[src/rtl/core/et_pkg.sv]
`timescale 1ns / 1ps
// ----------------------------------------------------------------------------
// et_pkg
// Types and constants shared by the four-channel encoder tachometer.
// ----------------------------------------------------------------------------
package et_pkg;

  localparam int CHANNELS    = 4;
  localparam int COUNT_W     = 16;
  localparam int SPEED_W     = 17;
  localparam int LIMIT_W     = 16;

  localparam logic [LIMIT_W-1:0] LIMIT_RESET = 16'd25;

  localparam logic ACTION_PINS = 1'b0;
  localparam logic ACTION_TICK = 1'b1;

  // speed = count * 300 / 220 = count * 15 / 11
  // 15 * ceil(2^24 / 11), exact for every 16-bit count
  localparam int                SPEED_SHIFT = 24;
  localparam int                SPEED_K_W   = 25;
  localparam logic [SPEED_K_W-1:0] SPEED_K  = 25'd22878030;
  localparam int                PROD_W      = COUNT_W + SPEED_K_W;

  typedef struct packed {
    logic       action;
    logic [3:0] encoder_lines;
  } in_item_t;

  typedef struct packed {
    logic [SPEED_W-1:0] speed_ch0;
    logic [SPEED_W-1:0] speed_ch1;
    logic [SPEED_W-1:0] speed_ch2;
    logic [SPEED_W-1:0] speed_ch3;
  } out_item_t;

  typedef struct packed {
    logic inc;
    logic close;
    logic latch;
  } lane_ctl_t;

endpackage

[src/rtl/core/et_window.sv]
`timescale 1ns / 1ps
// ----------------------------------------------------------------------------
// et_window
// Window tick counter and limit register; flags the tick that closes a window.
// ----------------------------------------------------------------------------
module et_window (
  input  logic                      clk,
  input  logic                      rst_n,
  input  logic                      cfg_we,
  input  logic [et_pkg::LIMIT_W-1:0] cfg_wdata,
  input  logic                      tick,
  output logic                      close
);
  import et_pkg::*;

  logic [LIMIT_W-1:0] limit_r;
  logic [LIMIT_W-1:0] ticks_r;
  logic [LIMIT_W-1:0] ticks_nxt;

  assign close = tick && (ticks_r >= limit_r);

  always_comb begin
    ticks_nxt = ticks_r;
    if (tick) begin
      if (close) begin
        ticks_nxt = '0;
      end else begin
        ticks_nxt = ticks_r + 1'b1;
      end
    end
  end

  always_ff @(posedge clk) begin
    if (!rst_n) begin
      limit_r <= LIMIT_RESET;
      ticks_r <= '0;
    end else begin
      ticks_r <= ticks_nxt;
      if (cfg_we) begin
        limit_r <= cfg_wdata;
      end
    end
  end

endmodule

[src/rtl/core/et_lane.sv]
`timescale 1ns / 1ps
// ----------------------------------------------------------------------------
// et_lane
// One channel: pulse counter, speed multiply stage and latched speed.
// ----------------------------------------------------------------------------
module et_lane (
  input  logic                      clk,
  input  logic                      rst_n,
  input  et_pkg::lane_ctl_t         ctl,
  output logic [et_pkg::SPEED_W-1:0] speed
);
  import et_pkg::*;

  logic [COUNT_W-1:0] count_r;
  logic [COUNT_W-1:0] count_nxt;
  logic [PROD_W-1:0]  prod;
  logic [SPEED_W-1:0] calc_r;
  logic [SPEED_W-1:0] speed_r;

  assign prod  = PROD_W'(count_r) * PROD_W'(SPEED_K);
  assign speed = speed_r;

  always_comb begin
    count_nxt = count_r;
    if (ctl.close) begin
      count_nxt = '0;
    end else if (ctl.inc) begin
      count_nxt = count_r + 1'b1;
    end
  end

  always_ff @(posedge clk) begin
    if (!rst_n) begin
      count_r <= '0;
      speed_r <= '0;
    end else begin
      count_r <= count_nxt;
      if (ctl.latch) begin
        speed_r <= calc_r;
      end
    end
  end

  always_ff @(posedge clk) begin
    if (ctl.close) begin
      calc_r <= prod[SPEED_SHIFT +: SPEED_W];
    end
  end

endmodule

[src/rtl/core/encoder_tachometer_four_channel.sv]
`timescale 1ns / 1ps
// ----------------------------------------------------------------------------
// encoder_tachometer_four_channel
// Four-channel encoder tachometer with windowed speed measurement.
//
// Input requests carry either a sample of the four encoder lines (action 0)
// or a timer tick (action 1). Every request gives exactly one result request
// holding the four latched speeds in revolutions per minute, taking effect of
// that request. A tick that closes the window latches count * 300 / 220 for
// each channel and clears the counts.
// Throughput is one request per cycle unless out_stall holds a result.
// From acceptance to out_valid a request passes the per-lane speed multiplier
// register and then the latched speed/output register.
// The user must write the window limit through cfg_we / cfg_wdata only while
// idle; the block does not enforce this. Reset clears counts, speeds and the
// tick counter and sets the limit to 25. When out_stall holds a pending
// result the whole pipeline holds and in_stall is raised in the same cycle.
// ----------------------------------------------------------------------------
module encoder_tachometer_four_channel (
  input  logic                      clk,
  input  logic                      rst_n,
  input  logic                      in_valid,
  output logic                      in_stall,
  input  et_pkg::in_item_t          in_data,
  output logic                      out_valid,
  input  logic                      out_stall,
  output et_pkg::out_item_t         out_data,
  input  logic                      cfg_we,
  input  logic [et_pkg::LIMIT_W-1:0] cfg_wdata
);
  import et_pkg::*;

  logic                ce;
  logic                in_acc;
  logic                tick;
  logic                close;
  logic [3:0]          prev_r;
  logic [3:0]          changed;
  logic                s1_valid_r;
  logic                s1_close_r;
  logic                out_valid_r;
  lane_ctl_t           ctl [CHANNELS];
  logic [SPEED_W-1:0]  speed [CHANNELS];

  assign ce       = !out_valid_r || !out_stall;
  assign in_stall = !ce;
  assign in_acc   = in_valid && ce;
  assign tick     = in_acc && (in_data.action == ACTION_TICK);
  assign changed  = prev_r ^ in_data.encoder_lines;

  et_window u_window (
    .clk       (clk),
    .rst_n     (rst_n),
    .cfg_we    (cfg_we),
    .cfg_wdata (cfg_wdata),
    .tick      (tick),
    .close     (close)
  );

  for (genvar g = 0; g < CHANNELS; g++) begin : g_lane
    always_comb begin
      ctl[g].inc   = in_acc && (in_data.action == ACTION_PINS) && changed[g];
      ctl[g].close = close;
      ctl[g].latch = ce && s1_valid_r && s1_close_r;
    end

    et_lane u_lane (
      .clk   (clk),
      .rst_n (rst_n),
      .ctl   (ctl[g]),
      .speed (speed[g])
    );
  end

  always_ff @(posedge clk) begin
    if (!rst_n) begin
      prev_r      <= '0;
      s1_valid_r  <= 1'b0;
      s1_close_r  <= 1'b0;
      out_valid_r <= 1'b0;
    end else begin
      if (in_acc && (in_data.action == ACTION_PINS)) begin
        prev_r <= in_data.encoder_lines;
      end
      if (ce) begin
        s1_valid_r  <= in_acc;
        s1_close_r  <= close;
        out_valid_r <= s1_valid_r;
      end
    end
  end

  // merge lanes into the result
  assign out_valid          = out_valid_r;
  assign out_data.speed_ch0 = speed[0];
  assign out_data.speed_ch1 = speed[1];
  assign out_data.speed_ch2 = speed[2];
  assign out_data.speed_ch3 = speed[3];

endmodule
[config.mk]
export PLATFORM = sky130hd
export DESIGN_NAME = encoder_tachometer_four_channel
export DESIGN_NICKNAME = d
export VERILOG_FILES = /design/src/rtl/core/et_pkg.sv /design/src/rtl/core/et_window.sv /design/src/rtl/core/et_lane.sv /design/src/rtl/core/encoder_tachometer_four_channel.sv
export SDC_FILE = /design/constraint.sdc
export NUM_CORES = 2
export LEC_CHECK = 0
export BUFFER_PORTS_ARGS = -buffer_cell sky130_fd_sc_hd__clkbuf_2
export CAP_MARGIN = 40
export CORE_ASPECT_RATIO = 0.6
export CORE_MARGIN = 3
export CORE_UTILIZATION = 45
export CTS_CLUSTER_DIAMETER = 30
export DETAILED_ROUTE_END_ITERATION = 8
export GPL_ROUTABILITY_DRIVEN = 0
export PLACE_DENSITY = 0.66
export SLEW_MARGIN = 20
export SYNTH_ARGS = -nofsm -noshare
export SYNTH_HDL_FRONTEND = slang
export SYNTH_HIERARCHICAL = 1
export SYNTH_SLANG_ARGS = --single-unit
export TNS_END_PERCENT = 100
[constraint.sdc]
create_clock -name clk -period 6.5 [get_ports clk]
set_clock_uncertainty 0.15 [all_clocks]
set_input_delay 0.975 -clock clk [delete_from_list [all_inputs] [get_ports clk]]
set_output_delay 0.975 -clock clk [all_outputs]
set_load 0.005 [all_outputs]
==> impl_metrics.ini <==
[timing]
drv_slew = 0
achievable-frequency_mhz = 161
setup_viol = 0
period_minus_slack_ps = 6230
final_critical_path_setup_slack_ps = 270
timing.setup.tns_ps = 0
worst_slew_margin_rel_pct = 44.3
final-hold-violation-count = 0
worst_slew_pin_slew_ps = 832
final_min_period_over_clock_period_pct = 95.9
unrepaired_setup_endpoints_after_global_routing = no

[worst_setup_path]
cp_slowest_cell = fa_1
worstPathMaxFanout = 8
cp_slowest_stage_delay_ps = 550
crit_chain = inv_1 -> ha_1 -> fa_1 -> inv_1 -> fa_1 -> inv_1 -> fa_1 -> inv_1 -> fa_1 -> inv_1 -> fa_1 -> inv_1 -> ha_1 -> nor3_1 -> o21ai_0 -> a21oi_1 -> a211oi_2 -> o2111ai_1 -> a31o_2 -> xnor2_1
arrival_ps = 6410
worst_setup_path_end_kind = flip-flop
critPathKind = reg2reg
required_ps = 6680
critPathMostFrequentCell = inv_1
worstSetupStartpointType = flip-flop

[grt]
grt_start_max_net_pins = 39
global_route.usage.met2_pct = 26.1
number_of_global_route_vias_before_repair = 24700
antenna_found_initial = 3
met3_usage_pct = 8.56
grtUsageMet1_pct = 36.0
grtUsageTotal_pct = 21.8
grt_pass1_wl_um = 141000
overflow = 0
top_usage_layer = met1

[clocking]
clock_sinks = 239
htreeDepth = 2
tritoncts = built
clock_latency_ps = 590
clock_tree.buffer_depth = 3
clkTransAtPathRegs_ps = 50
cts_root_buf = clkbuf_16
numCtsBuffers = 48

[floorplan]
standard_cell_core_area_mm2 = 0.0766
dieArea_mm2 = 0.0820
rows = 78
chipWidth_um = 368
boundaryPins = 96
effective_utilization_at_floorplan_pct = 46.1
die_h_um = 223

[drt]
initialDrtViolationCount = 1811
wire_per_inst_um = 18.3
drt_wl_total_um = 87700
via_count_of_the_routed_design = 24800
routed_via_density = 5.16
first_pass_iters = 8
detail_route.drc_violations = 0
final_antenna_net_count = 0

[yosys]
seq_area_frac_synth_pct = 15.5
cell_area_after_synthesis_mm2 = 0.0353
avgSynthCellArea_um2 = 9.86
count_of_flip_flops_with_a_built_in_enable_after_synthesis = 68
yosys_register_bits = 239
synthCells = 3582
synth_flop_cell = dfxtp_1
synthArstFlopShare_pct = 0
synth.yosys.warnings = 6
post_synth_num_cell_types = 95
synthesis.nets = 4757

[job]
number_of_maximum_capacitance_constraint_violations = 0

[power_and_ir_drop]
p_per_area_mw_per_mm2 = 111
share_of_total_power_consumed_by_net_switching_pct = 25.1
total_power_mw = 4.31
p_seq_share_pct = 36.1
internal_power_mw = 3.23
ir_drop_v = 0.000181
relative_contribution_of_the_clock_network_to_total_power_pct = 58.4
power.switching_mw = 1.08
p_comb_share_pct = 5.5
power_leakage_nw = 21.0

[run_status]
run_status = completed

[cells_and_area]
net_count_reported_at_finish = 4895
area_delta_synth_final_pct = 10.2
layoutNonFillerInstCount = 4800
layout-drive-gt1-share_pct = 7.98

[place]
numPlacedInstances = 4709
placement.setup.worst_slack_ps = 142
io_buffer_count = 95
post_dp_hpwl_um = 75400

[hold_path]
worst_min_delay_path_category = reg2reg
## cell usage after synthesis, types with 8 or more instances
| cell type | number | share of area (%) |
|---|---|---|
| a211oi_1 | 20 | 0.43 |
| a21o_1 | 46 | 0.98 |
| a21oi_1 | 124 | 1.8 |
| a31oi_1 | 15 | 0.27 |
| and3_1 | 23 | 0.41 |
| and4_1 | 12 | 0.30 |
| buf_2 | 8 | 0.11 |
| clkbuf_1 | 39 | 0.41 |
| dfxtp_1 | 171 | 9.7 |
| edfxtp_1 | 68 | 5.8 |
| fa_1 | 516 | 29 |
| ha_1 | 633 | 22 |
| inv_1 | 865 | 9.2 |
| mux2i_1 | 92 | 2.6 |
| nand2_1 | 154 | 1.6 |
| nand2b_1 | 14 | 0.25 |
| nand3_1 | 60 | 0.85 |
| nand4_1 | 33 | 0.58 |
| nor2_1 | 163 | 1.7 |
| nor2b_1 | 75 | 1.3 |
| nor3_1 | 32 | 0.45 |
| o2111ai_1 | 9 | 0.22 |
| o211ai_1 | 9 | 0.19 |
| o21a_1 | 19 | 0.40 |
| o21ai_0 | 80 | 1.1 |
| o21bai_1 | 15 | 0.32 |
| or2_2 | 14 | 0.25 |
| xnor2_1 | 85 | 2.1 |
| xor2_1 | 54 | 1.3 |
## path summary, 6_finish.rpt
check,slack (ps),start,cells after the start,endpoint
hold / removal,300,s1_close_r,2,s1_close_r
setup reg to reg,270,g_lane[1].u_lane/count_r[14],20,g_lane[1].u_lane/calc_r[15]
setup / recovery,270,g_lane[1].u_lane/count_r[14],20,g_lane[1].u_lane/calc_r[15]
hold reg to reg,300,s1_close_r,2,s1_close_r
## area by class of cell
type                       instances  area, µm²
tap                             1040       1300
clock inverter                    33        337
inverter                         866       3250
sequential                       239       5470
clock buffer                      56       1320
multi-input combinational       2423      26400
fill                            7097      37700
timing repair buffer             142        831
antenna                            1       2.50
## per-layer routing
| metal | wire [µm] | vias to the layer above |
|---|---|---|
| li1 | - | 11800 |
| met1 | 45900 | 12000 |
| met2 | 30400 | 818 |
| met3 | 10300 | 69 |
| met4 | 969 | 4 |
| met5 | 26 | - |
## power by group through the flow
| stage | clock [mW] | combinational, mW | sequential, mW |
|---|---|---|---|
| 6_report | 2.51 | 0.238 | 1.55 |
| 5_1_grt | 2.67 | 0.275 | 1.55 |
| 4_1_cts | 2.60 | 0.239 | 1.55 |
| 3_5_place_dp | 0 | 0.236 | 1.58 |
| 3_3_place_gp | 0 | 0.233 | 1.58 |
| 2_1_floorplan | 0 | 0.164 | 1.58 |
## state kept, by name (all words and copies together) (netlist names)
signal,cells
u_window/limit_r,16
s1_close_r,1
out_valid,1
g_lane.u_lane/speed,68
prev_r,4
g_lane.u_lane/count_r,64
g_lane.u_lane/calc_r,68
u_window/ticks_r,16
s1_valid_r,1
## through the flow
step	utilization (%)	hold slack, ps	area, µm²
2_1_floorplan	-	276	35300
3_3_place_gp	48.6	291	37200
3_5_place_dp	48.6	297	37200
4_1_cts	50.8	304	38900
5_1_grt	50.8	331	38900
6_report	50.8	301	38900
## kinds of logic after synthesis
| kind of cell | after synthesis | share of synthesized area [%] |
|---|---|---|
| muxes | 93 | 2.64 |
| AOI/OAI and AO/OA | 418 | 8.10 |
| DFF | 239 | 15.5 |
| xor gates and xnor gates | 139 | 3.45 |
| adders and majority gates | 1149 | 51.7 |
| and+or+nand+nor | 624 | 8.80 |
| buffers and inverters | 920 | 9.89 |
## layout by cell type (no fill, tap or decap), types with 5 or more instances in the layout
cell	n
a211o_1	5
a211oi_1	19
a21o_1	46
a21oi_1	124
a21oi_2	5
a221oi_1	5
a31oi_1	14
and2_1	6
and3_1	23
and4_1	12
buf_4	48
clkbuf_16	51
clkbuf_2	94
clkinv_4	7
dfxtp_1	166
dfxtp_2	5
edfxtp_1	68
fa_1	516
ha_1	632
inv_1	865
inv_6	12
mux2i_1	92
nand2_1	154
nand2b_1	14
nand3_1	60
nand4_1	33
nor2_1	163
nor2b_1	75
nor3_1	32
nor4_1	7
o2111ai_1	9
o211ai_1	9
o21a_1	19
o21ai_0	79
o21bai_1	15
o31ai_1	7
or2_2	14
or3_1	5
xnor2_1	85
xor2_1	54
## worst max-delay path, delay by kind of cell (launching register included)
kind | cells | cell delay, ps
XOR/XNOR | 1 | 110
AND/OR/NAND/NOR | 1 | 70
AO/OA/AOI/OAI | 5 | 1450
buffers and inverters | 6 | 410
adder cells (fa/ha/maj) | 7 | 3340
flip-flops | 1 | 440
## timing repair
| action | 4_1_cts | 5_1_grt |
|---|---|---|
| hold buffers | 0 | 0 |
| gates resized for setup | 0 | 13 |
| endpoints found under the setup margin | 0 | 22 |
| setup buffers | 0 | 0 |
| hold endpoints to repair | 0 | 0 |
No activity file was read; power rests on OpenSTA's default activity.
